### src/agdd_pkg.sv
// Shared constants and types for the allocation graph deadlock detector.
`default_nettype none
package agdd_pkg;

  localparam int NUM_PROCESSES_DEF = 16;
  localparam int NUM_RESOURCES_DEF = 4;

  localparam int PROC_IDX_W = 4;
  localparam int RES_IDX_W  = 2;
  localparam int STATUS_W   = 2;

  localparam logic [STATUS_W-1:0] STATUS_REQUEST = 2'd1;
  localparam logic [STATUS_W-1:0] STATUS_HOLD    = 2'd2;

  typedef struct packed {
    logic load;    // write the cell and mark every node live
    logic step;    // run one parallel sink-removal pass
    logic report;  // present the verdict for one cycle
  } agdd_cmd_t;

endpackage
`default_nettype wire

### src/agdd_ctrl.sv
// Controller state machine: sequences cell write, removal passes and result.
`default_nettype none
module agdd_ctrl (
  input  wire logic              clk,
  input  wire logic              rst_n,
  input  wire logic              start,
  input  wire logic              pass_done,
  output logic                   busy,
  output agdd_pkg::agdd_cmd_t    cmd
);
  import agdd_pkg::*;

  localparam logic ST_IDLE = 1'b0;
  localparam logic ST_PASS = 1'b1;

  logic state_r;
  logic state_nxt;

  always_comb begin
    state_nxt  = state_r;
    cmd.load   = 1'b0;
    cmd.step   = 1'b0;
    cmd.report = 1'b0;
    unique case (state_r)
      ST_IDLE: begin
        if (start) begin
          cmd.load  = 1'b1;
          state_nxt = ST_PASS;
        end
      end
      ST_PASS: begin
        cmd.step = 1'b1;
        if (pass_done) begin
          cmd.report = 1'b1;
          state_nxt  = ST_IDLE;
        end
      end
      default: state_nxt = ST_IDLE;
    endcase
  end

  always_ff @(posedge clk) begin
    if (!rst_n) begin
      state_r <= ST_IDLE;
    end else begin
      state_r <= state_nxt;
    end
  end

  assign busy = (state_r != ST_IDLE);

endmodule
`default_nettype wire

### src/agdd_datapath.sv
// Datapath: relation cell matrix, live node mask and the sink-removal pass logic.
`default_nettype none
module agdd_datapath #(
  parameter int NUM_PROCESSES = agdd_pkg::NUM_PROCESSES_DEF,
  parameter int NUM_RESOURCES = agdd_pkg::NUM_RESOURCES_DEF
) (
  input  wire logic                            clk,
  input  wire logic                            rst_n,
  input  wire agdd_pkg::agdd_cmd_t             cmd,
  input  wire logic [agdd_pkg::PROC_IDX_W-1:0] in_process_index,
  input  wire logic [agdd_pkg::RES_IDX_W-1:0]  in_resource_index,
  input  wire logic [agdd_pkg::STATUS_W-1:0]   in_new_status,
  output logic                                 pass_done,
  output logic                                 out_valid,
  output logic                                 out_deadlock
);
  import agdd_pkg::*;

  localparam int NODE_COUNT = NUM_PROCESSES + NUM_RESOURCES;

  logic [STATUS_W-1:0]   cell_r [NUM_RESOURCES][NUM_PROCESSES];
  logic [NODE_COUNT-1:0] live_r;
  logic [NODE_COUNT-1:0] live_nxt;
  logic                  out_valid_r;
  logic                  out_deadlock_r;
  logic                  status_ok;

  // Code three leaves the cell untouched; out-of-range indexes match no cell.
  assign status_ok = (in_new_status <= STATUS_HOLD);

  // One pass: a node survives only if it still has an edge to a live node.
  always_comb begin
    logic succ;
    for (int p = 0; p < NUM_PROCESSES; p++) begin
      succ = 1'b0;
      for (int r = 0; r < NUM_RESOURCES; r++) begin
        succ = succ | ((cell_r[r][p] == STATUS_REQUEST) && live_r[NUM_PROCESSES + r]);
      end
      live_nxt[p] = live_r[p] & succ;
    end
    for (int r = 0; r < NUM_RESOURCES; r++) begin
      succ = 1'b0;
      for (int p = 0; p < NUM_PROCESSES; p++) begin
        succ = succ | ((cell_r[r][p] == STATUS_HOLD) && live_r[p]);
      end
      live_nxt[NUM_PROCESSES + r] = live_r[NUM_PROCESSES + r] & succ;
    end
  end

  assign pass_done = (live_nxt == live_r);

  always_ff @(posedge clk) begin
    if (!rst_n) begin
      for (int r = 0; r < NUM_RESOURCES; r++) begin
        for (int p = 0; p < NUM_PROCESSES; p++) begin
          cell_r[r][p] <= '0;
        end
      end
      live_r <= '0;
    end else if (cmd.load) begin
      for (int r = 0; r < NUM_RESOURCES; r++) begin
        for (int p = 0; p < NUM_PROCESSES; p++) begin
          if (status_ok && (int'(in_process_index) == p) &&
              (int'(in_resource_index) == r)) begin
            cell_r[r][p] <= in_new_status;
          end
        end
      end
      live_r <= '1;
    end else if (cmd.step) begin
      live_r <= live_nxt;
    end
  end

  always_ff @(posedge clk) begin
    if (!rst_n) begin
      out_valid_r <= 1'b0;
    end else begin
      out_valid_r <= cmd.report;
    end
  end

  // At the fixed point any node left lies on or leads into a cycle.
  always_ff @(posedge clk) begin
    if (cmd.report) begin
      out_deadlock_r <= |live_r;
    end
  end

  assign out_valid    = out_valid_r;
  assign out_deadlock = out_deadlock_r;

endmodule
`default_nettype wire

### src/allocation_graph_deadlock_detector_top.sv
// Top level of the allocation graph deadlock detector.
// Each item written with start while busy is low updates one relation cell and then
// runs sink-removal passes over all nodes at once, one pass per clock, until the live
// set stops changing. The passes last until the longest chain of nodes that drain one
// after another has drained, plus the pass that finds nothing left to remove. Such a
// chain alternates processes and resources, so it has at most 2 * NUM_RESOURCES + 1
// nodes. busy is high while the passes run, and out_valid with out_deadlock follows
// in the next cycle, for that one cycle only, since the receiver cannot hold the
// result. A new item may be started in the result's cycle.
`default_nettype none
module allocation_graph_deadlock_detector_top #(
  parameter int NUM_PROCESSES = agdd_pkg::NUM_PROCESSES_DEF,
  parameter int NUM_RESOURCES = agdd_pkg::NUM_RESOURCES_DEF
) (
  input  wire logic                            clk,
  input  wire logic                            rst_n,
  input  wire logic                            start,
  output logic                                 busy,
  input  wire logic [agdd_pkg::PROC_IDX_W-1:0] in_process_index,
  input  wire logic [agdd_pkg::RES_IDX_W-1:0]  in_resource_index,
  input  wire logic [agdd_pkg::STATUS_W-1:0]   in_new_status,
  output logic                                 out_valid,
  output logic                                 out_deadlock
);
  import agdd_pkg::*;

  agdd_cmd_t cmd;
  logic      pass_done;

  agdd_ctrl u_ctrl (
    .clk       (clk),
    .rst_n     (rst_n),
    .start     (start),
    .pass_done (pass_done),
    .busy      (busy),
    .cmd       (cmd)
  );

  agdd_datapath #(
    .NUM_PROCESSES (NUM_PROCESSES),
    .NUM_RESOURCES (NUM_RESOURCES)
  ) u_datapath (
    .clk               (clk),
    .rst_n             (rst_n),
    .cmd               (cmd),
    .in_process_index  (in_process_index),
    .in_resource_index (in_resource_index),
    .in_new_status     (in_new_status),
    .pass_done         (pass_done),
    .out_valid         (out_valid),
    .out_deadlock      (out_deadlock)
  );

endmodule
`default_nettype wire

### config.mk
export PLATFORM = sky130hd
export DESIGN_NAME = allocation_graph_deadlock_detector_top
export DESIGN_NICKNAME = d
export VERILOG_FILES = /design/src/agdd_pkg.sv /design/src/agdd_ctrl.sv /design/src/agdd_datapath.sv /design/src/allocation_graph_deadlock_detector_top.sv
export SDC_FILE = /design/constraint.sdc
export NUM_CORES = 1
export LEC_CHECK = 0
export ABC_AREA = 1
export BUFFER_PORTS_ARGS = -buffer_cell sky130_fd_sc_hd__buf_2
export CAP_MARGIN = 20
export CORE_UTILIZATION = 50
export CTS_BUF_LIST = sky130_fd_sc_hd__clkbuf_4 sky130_fd_sc_hd__clkbuf_8
export CTS_CLUSTER_SIZE = 24
export DETAILED_ROUTE_END_ITERATION = 16
export GPL_TIMING_DRIVEN = 0
export PLACE_DENSITY = 0.72
export SYNTH_ARGS = -nofsm -noshare
export SYNTH_HDL_FRONTEND = slang
export SYNTH_SLANG_ARGS = --single-unit
### constraint.sdc
create_clock -name clk -period 4.3 [get_ports clk]
set_input_delay 0.43 -clock clk [delete_from_list [all_inputs] [get_ports clk]]
set_output_delay 0.43 -clock clk [all_outputs]
set_load 0.05 [all_outputs]
[After elaboration in Yosys (flattened, before gate mapping)]
Memory sizes are Yosys's and may differ from the RTL's.
Index checks and enable logic that the tools add are counted.
Storage, ports and cells
  flip-flop bits (word level): 23
  memory bits (writable): 128
  output and inout bits: 3
  memories: 1
Cells by class
  $lt $le $gt $ge: 1
  equal/unequal tests: 147
  mux-type cells: 329
  bitwise operators: 193
  reductions and logical operators: 212
Memory list
  u_datapath.cell_r: depth 4, width 32, rd ports 4, clocked after memory_dff 0, wr ports 4, RTL line agdd_datapath.sv:21  | logic [STATUS_W-1:0] cell_r [NUM_RESOURCES][NUM_PROCESSES];
Operator list (count)
  1-bit 2-to-1 mux: 261
  1-bit logical AND: 208
  1-bit OR: 172
  2-bit == test, second input constant: 66
  2-bit by 1-bit == test with 1-bit output, second input constant: 65
  2-bit 2-to-1 mux: 65
  20-bit 2-to-1 mux: 2
  4-bit == test, second input constant: 8
  1-bit bitwise AND: 20
  20-bit == test: 1
  20-bit OR reduction: 1
  4-bit by 3-bit == test with 1-bit output, second input constant: 4
  4-bit by 2-bit == test with 1-bit output, second input constant: 2
  4-bit by 1-bit == test with 1-bit output, second input constant: 1
  4-bit logical NOT: 1
  2-bit less-or-equal comparator, second input constant: 1
  2-bit logical NOT: 1
  1-bit case mux with 2 select lines: 1
  2-bit nonzero test: 1
  1-bit inverter: 1

[Logic depth before layout (Yosys ltp)]
Gate-level depths: netlist (run 1).
An unclocked memory read counts as a cell.
  word-level depth: 24
  gate-level depth with buffers: 13
  gate-level depth less buffers: 12

[Hierarchy]
A second synthesis (run 1) with hierarchy kept.
Unflattened totals
  cells, all modules: 916
  area, all modules: 7579.8 sq um
By module, submodules not included
  agdd_datapath: instances 1, cells each 907, area an instance 7523.5 sq um, sequential area each 4294.1 sq um
  agdd_ctrl: instances 1, cells each 9, area an instance 56.3 sq um, sequential area each 20.0 sq um

[Worst setup path after synthesis (run 1)]
No wires, ideal clock.
  path type: register to register
  start: reg u_ctrl.state_r, in the netlist u_ctrl.busy
  end: mem u_datapath.cell_r[0][0] (netlist name) (data pin)
  arrival: 2.158 ns
  path slack: 1.790 ns
  cell stages (with the launch flop): 11
  path buffers: 1
  cell sequence: dfxtp_1 nor2_2 nand2_2 nor2_4 buf_4 o21ai_0 nand3_1 nor2_1 nand2_1 nor2_1 nor2_1
RTL lines
  start: declaration: RTL line agdd_ctrl.sv:16  | logic state_r;
  start signal: assignment: RTL line agdd_ctrl.sv:46  | state_r <= state_nxt;
  end: declaration: RTL line agdd_datapath.sv:21

==> impl_results.md, run 1 <==
* Outcome: finished, violations left
* Failing checks: DRC
* Clock power share at 0.373
* Worst Reg-to-Reg Cells at 11
* Syn avg cell area at 8.42 um2
* Synth Cell Area at between 0.007 and 0.008 mm2
* Worst path arrival time at approximately 2.7 ns
* Clock slew at reported path FFs at about 0.08 ns
* CTS tree: yes
* CP Cell Sequence: buf_2 > nand2_1 > nand3_1 > nor2_1 > nand2_1 > nand4_1 > nor2_1 > nand2_1 > nor2_1 > nor2_2 > buf_8
* Top delay family on crit path: simple AND/OR/NAND/NOR gates
* Clk_skew at 0.0141 ns
* Io pins at 14
* CTS buffer count at 17
* Hold-fix buffer count after cts at 0
* Critical R2R Capture: u_datapath.cell_r[1][0]$_DFFE_PP_
* Max Freq at 0.413 GHz
* Ys flop type: edfxtp_1
* P&R area growth vs syn at 10.4%
* Yosys top cell by area: edfxtp_1
* Die Y at 126 um
* Nets at approximately 950
* CP required at 4.61 ns
* Slowest cell on the critical path: nor2_1
* Worst-Skew Late Latency at 0.46 ns
* Number of setup buffers added after CTS at 0
* Ys Warns at 0
* Post_cts resized at 0
* Routed len/inst at 20.0 um
* Worst Min Path Start: start
* Type of origin of the critical path: input port
* Routed wire length at approximately 23000 um
* Asr flop ratio synth at 0
* PD cells at 399 mW/mm2
* Core area at 0.0147 mm2
* Flop pwr share at 0.514
* Initial Utilization at 0.519
* Fillers at 1299
* Pre-CTS setup slack at 1.48 ns
* Post-route antenna net violation count at 0
* Worst VDD drop at approximately 270 uV
* Final GP Congestion at 0.934
* P_sw at 884 uW
* Slew at the pin closest to its max-slew limit at 0.835 ns
* Setup WS post-layout at about 1.9 ns
* Die area at 0.0158 mm2
* Vias per cell at 5.86
* Logic pwr share at 0.113
* Worst Hold Class: input port to register
* DRC Markers at 1
* Hpwl dp at 16400 um
* Die X-Extent at 126 um
* Fin Hold WS at a little over 0.3 ns
* Period utilization at 0.563
* Vias in the first global route at 6016
* Vias at 6663
* Crit path capture type: register
* FF-to-FF Start: u_ctrl.busy$_SDFF_PN0_
* Port buffer count at 12
* Worst path bufs/invs at 2
* Hold path depth at 3
* Pin count of the biggest net entering global routing at 21
* Synth area leaders: edfxtp_1 (51%), nand2_1 (10%), nor2_1 (9.3%)
* Final Max Slew Viols at 0
* Mapped Cells at 907
* Final setup vio count at 0
* P_int at 2.48 mW
* Fin util at 0.574
* Row count at 44
* Leakage dissipation at 3.47 nW
* Share of layout cells above drive strength 1 at 0.0850
* Syn nets at 918
* Post-route setup TNS at 0 ns
* CTS H-tree lvls at 4
* First-pass GRT wire length at 34000 um
* Share of the synthesized area in the top cell type at 0.507
* Gr usage total at 0.298
* Clock sinks at 151
* Initial antenna violation count at 0
* CP Class: input port to register
* Total gr overflow at 0
* Synth Register Bits at approximately 150
* Tmin final at 2.42 ns
* EDFF count, synth at 129
* R2r setup slk at about 1.9 ns
* RSZ-0062 raised after global routing: no
* Switching share of power at 0.263
* N_diodes at 0
* Pre-antenna DRT Iters at 13
* CTS root buffer: clkbuf_8
* Initial DRC Count at 1001
* Worst Hold End: u_ctrl.busy$_SDFF_PN0_
* Slew margin rel. at 0.444
* Final hold vios at 0
* Yosys cell types at 26
* Crit path largest cell delay at 0.64 ns
* Max cap viols at 0
* Crit Path Max Fanout at 18
* Register area share after synthesis at 0.565
* CTS Buffer Depth at 2
==> cells in the final DEF (no fill, tap or decap), drive strengths merged <==
cell type	Yosys	routed
clkinv	0	5
a211oi	1	1
nor3	2	2
nand3	104	104
edfxtp	129	129
clkbuf	18	37
o21ai	41	41
inv	98	99
nand3b	30	30
a221oi	2	2
nand4	17	17
nor4	4	4
buf	20	34
clkinvlp	0	2
dfxtp	22	22
nor2	191	191
bufinv	0	5
nand2	208	208
a21oi	5	5
or2	1	1
a31oi	14	14
==> Yosys cell counts, types with 2 or more instances <==
cell      count
o21ai_0      40
inv_2         9
nor3_2        2
edfxtp_1    129
a31oi_1      14
buf_4        10
inv_1        89
nand3b_1     30
dfxtp_1      22
nand4_1      17
nand2_2       2
clkbuf_1     18
a221oi_1      2
buf_1         3
nor2_1      189
buf_2         6
nand2_1     206
nor4_1        4
a21oi_1       5
nand3_1     104
==> worst min-delay path, stage by stage <==
cell	delay, ns
buf_2	0.11
o21ai_0	0.08
a21oi_1	0.11
==> kinds of logic (layout without fill, tap and decap cells) <==
group	count (synthesis)	in the layout	share of synthesized area
AND/OR/NAND/NOR	557	557	0.316
AO/OA/AOI/OAI	63	63	0.0449
buffers and inverters	136	182	0.0737
flip-flops	151	151	0.565
==> through the flow <==
step	area, um2	instances	total power, mW
after floorplan	7640	907	1.98
after global placement	7930	1103	2.12
after detailed placement	7970	1105	2.13
after CTS	8430	1137	3.34
after global routing	8430	1137	3.45
final	8430	1137	3.37
==> registers in the layout (all words and copies together), names as in the netlist <==
name                     flops
u_datapath.cell_r          128
u_datapath.live_r           20
u_ctrl.busy                  1
u_datapath.out_deadlock      1
u_datapath.out_valid         1
==> routing by layer <==
metal / routed length (um) / vias to the layer above / track usage / share of wire
li1: - / 3080 / - / -
met2: 10300 / 467 / 0.469 / 0.45
met1: 8870 / 3038 / 0.393 / 0.39
met4: 1060 / 0 / 0.155 / 0.047
met5: 0 / - / 0 / 0
met3: 2570 / 78 / 0.0591 / 0.11
==> power groups by stage <==
stage	logic, mW	registers, mW	clock network, mW
after floorplan	0.239	1.74	0
after global routing	0.411	1.74	1.31
after detailed placement	0.369	1.76	0
after global placement	0.360	1.76	0
after CTS	0.370	1.73	1.24
final	0.381	1.73	1.25
==> layout make-up <==
cell class                      instances  area [um2]  share of cell area
Clock inverter                         13         203              0.0240
Clock buffer                           19         255              0.0303
Tap cell                              184         230              0.0273
Buffer                                 38         195              0.0231
Timing Repair Buffer                   14         103              0.0122
Inverter                               98         368              0.0436
Sequential cell                       151        4310               0.512
Multi-Input combinational cell        620        2760               0.328
==> how the worst max path moves through the flow <==
| stage | start | to | slack [ns] | cells after the start |
|---|---|---|---|---|
| after floorplan | u_ctrl.busy$_SDFF_PN0_ | u_datapath.cell_r[0][0]$_DFFE_PP_ | 1.79 | 10 |
| after global placement | in_new_status[0] | u_datapath.cell_r[0][7]$_DFFE_PP_ | 0.28 | 10 |
| after detailed placement | in_new_status[0] | u_datapath.cell_r[1][7]$_DFFE_PP_ | 1.48 | 11 |
| after CTS | u_ctrl.busy$_SDFF_PN0_ | u_datapath.cell_r[1][5]$_DFFE_PP_ | 1.94 | 11 |
| after global routing | in_new_status[0] | u_datapath.cell_r[1][17]$_DFFE_PP_ | 1.70 | 11 |
| final | in_new_status[0] | u_datapath.cell_r[1][0]$_DFFE_PP_ | 1.88 | 11 |
Note: power is estimated with default switching activity, not from simulation.
==> run 2: changes to the inputs <==
- PLACE_DENSITY: 0.72 -> 0.74
- clock period: 4.3 -> 1.95 ns (I/O delays scaled with it)
==> run 2 against run 1 <==
Against the previous run: the run still ends with DRC left; combinational power grew 130%; sequential share of layout area shrank 1.3 points; non-clock buffer count grew 13; flip-flop and latch count is the same; design area grew 2.6%; global-route usage grew 0.10 points; critical endpoint is now u_datapath.cell_r[0][0]$_DFFE_PP_; largest cell class unchanged.
==> impl_results.md, run 2 (synthesis gave the netlist of run 1 again) <==
* Largest register FFs at 128
* Max Freq at ~0.51 GHz
* Outcome: finished, violations left
* P&R area growth vs syn at 13.3%
* Slew margin rel. at 0.338
* Clock sinks at 151
* CTS root buffer: clkbuf_8
* CTS tree: yes
* CTS H-tree lvls at 4
* CP required at 2.17 ns
* Leakage dissipation at 3.57 nW
* Worst Hold Class: input port to register
* Clk_skew at roughly 0.012 ns
* Crit path largest cell delay at 0.38 ns
* Initial DRC Count at approximately 1000
* Final hold vios at 0
* Period utilization at 0.999
* Worst VDD drop at 444 uV
* Die X-Extent at 126 um
* Hpwl dp at 16100 um
* Flop pwr share at 0.530
* Vias in the first global route at 6105
* Pre-CTS setup slack at -0.670 ns
* Non-filler cells, final at 1152
* DRC Markers at 2
* Type of origin of the critical path: register
* Logic pwr share at 0.123
* Setup WS post-layout at around 0.0026 ns
* Vias at 6759
* PD cells at approximately 830 mW/mm2
* Share of layout cells above drive strength 1 at 0.117
* Total gr overflow at 0
* CP dominant cell by count: nor2_4
* Die Y at 126 um
* Largest regs: u_datapath.cell_r (128), u_datapath.live_r (20)
* P_int at 5.23 mW
* Max cap viols at 0
* Nets at between 900 and 1000
* Failing checks: DRC
* Clock slew at reported path FFs at about 0.08 ns
* Tmin final at around 1.9 ns
* Routed wire length at 23200 um
* RSZ-0062 raised after global routing: yes
* Placed cells at roughly 1100
* Io pins at 14
* Crit path capture type: register
* Row count at 44
* Hold-fix buffer count after cts at 0
* Most common cell after layout, fill and taps aside: nand2_1
* CP Class: register to register
* First-pass GRT wire length at around 34000 um
* Port buffer count at 12
* Final GP Congestion at 0.999
* Top reg by flops: u_datapath.cell_r
* Switching share of power at 0.274
* Fin Hold WS at 0.120 ns
* Clock power share at 0.348
* N_diodes at 0
* Slowest cell on the critical path: dfxtp_4
* Core area at roughly 0.015 mm2
* Initial antenna violation count at 0
* Routed len/inst at 20.1 um
* CP Cell Sequence: nor2_4 > nand2_4 > nor3_2 > buf_6 > nand2_2 > nand4_1 > nor2_1 > nand2_1 > nor2_4 > nor2_4 > clkbuf_16
* Most frequent cells in the layout: nand2_1 (193), nor2_1 (186), edfxtp_1 (129)
* Die area at 0.0158 mm2
* Crit Path Max Fanout at 10
* Final setup vio count at 0
* Initial Utilization at 0.519
* Post-route antenna net violation count at 0
* Worst-Skew Late Latency at approximately 0.47 ns
* Vias per cell at 5.87
* CTS buffer count at 17
* Gr usage total at 0.299
* CTS Buffer Depth at 2
* Pin count of the biggest net entering global routing at 17
* Slew at the pin closest to its max-slew limit at between 0.9 and 1 ns
* P_sw at 1.97 mW
* Pre-antenna DRT Iters at 14
* Worst path arrival time at 2.17 ns
* Final Max Slew Viols at 0
## run 2: changes by cell type in the layout (fill, tap and decap cells not counted), sizes merged
| cell | delta |
|---|---|
| buf | +12 |
| bufinv | -2 |
| clkbuf | +1 |
| clkinv | -1 |
| clkinvlp | +5 |
| inv | -2 |
| nor2 | +2 |
## run 2: through the flow
| stage | util | cell area (um2) | TNS, ns | total power [mW] |
|---|---|---|---|---|
| 2_1_floorplan | - | 7650 | 0 | 4.37 |
| 3_3_place_gp | 0.540 | 7940 | -40.90 | 4.67 |
| 5_1_grt | 0.589 | 8650 | -1.47 | 7.42 |
| 4_1_cts | 0.578 | 8490 | 0 | 7.14 |
| 3_5_place_dp | 0.540 | 7940 | -42.71 | 4.69 |
| 6_report | 0.589 | 8650 | 0 | 7.20 |
## run 2: final cells by class
class,instances,area (um2)
fill,1280,6040
sequential,151,4320
multi-input combinational,622,2870
inverter,98,372
timing repair buffer,30,258
clock buffer,19,255
tap,184,230
buffer,35,200
clock inverter,13,155
## run 2: worst max-delay path, delay by kind of cell, from the launching register on
family / cells / cell delay, ns
buffers and inverters: 2 / 0.36
AND/OR/NAND/NOR: 9 / 0.94
flip-flops: 1 / 0.38
## run 2: per-layer routing
metal	routed length, um	track usage	vias up
met1	8980	0.394	3113
met2	10600	0.472	457
li1	-	-	3102
met4	1140	0.154	0
met5	0	0	-
met3	2510	0.0591	87
## run 2: power groups by stage
stage | Sequential (mW) | Combinational, mW | Clock, mW
after CTS | 3.81 | 0.838 | 2.49
final | 3.81 | 0.885 | 2.50
after detailed placement | 3.88 | 0.805 | 0
after global routing | 3.83 | 0.955 | 2.64
after global placement | 3.88 | 0.793 | 0
after floorplan | 3.84 | 0.531 | 0
## run 2: path summary, 6_finish.rpt
| path | from | end | slack (ns) | cells after the start |
|---|---|---|---|---|
| setup / recovery | u_ctrl.busy$_SDFF_PN0_ | u_datapath.cell_r[0][0]$_DFFE_PP_ | 0.003 | 11 |
| setup reg to reg | u_ctrl.busy$_SDFF_PN0_ | u_datapath.cell_r[0][0]$_DFFE_PP_ | 0.003 | 11 |
| hold reg to reg | u_datapath.live_r[0]$_SDFFE_PN0P_ | u_datapath.live_r[0]$_SDFFE_PN0P_ | 0.61 | 2 |
| hold / removal | start | u_ctrl.busy$_SDFF_PN0_ | 0.12 | 3 |
## run 2: timing repair
action,CTS,global route
buffers inserted,8,8
gates cloned,2,2
gates resized for setup,9,37
setup endpoints to repair,80,97
pin swaps,5,16
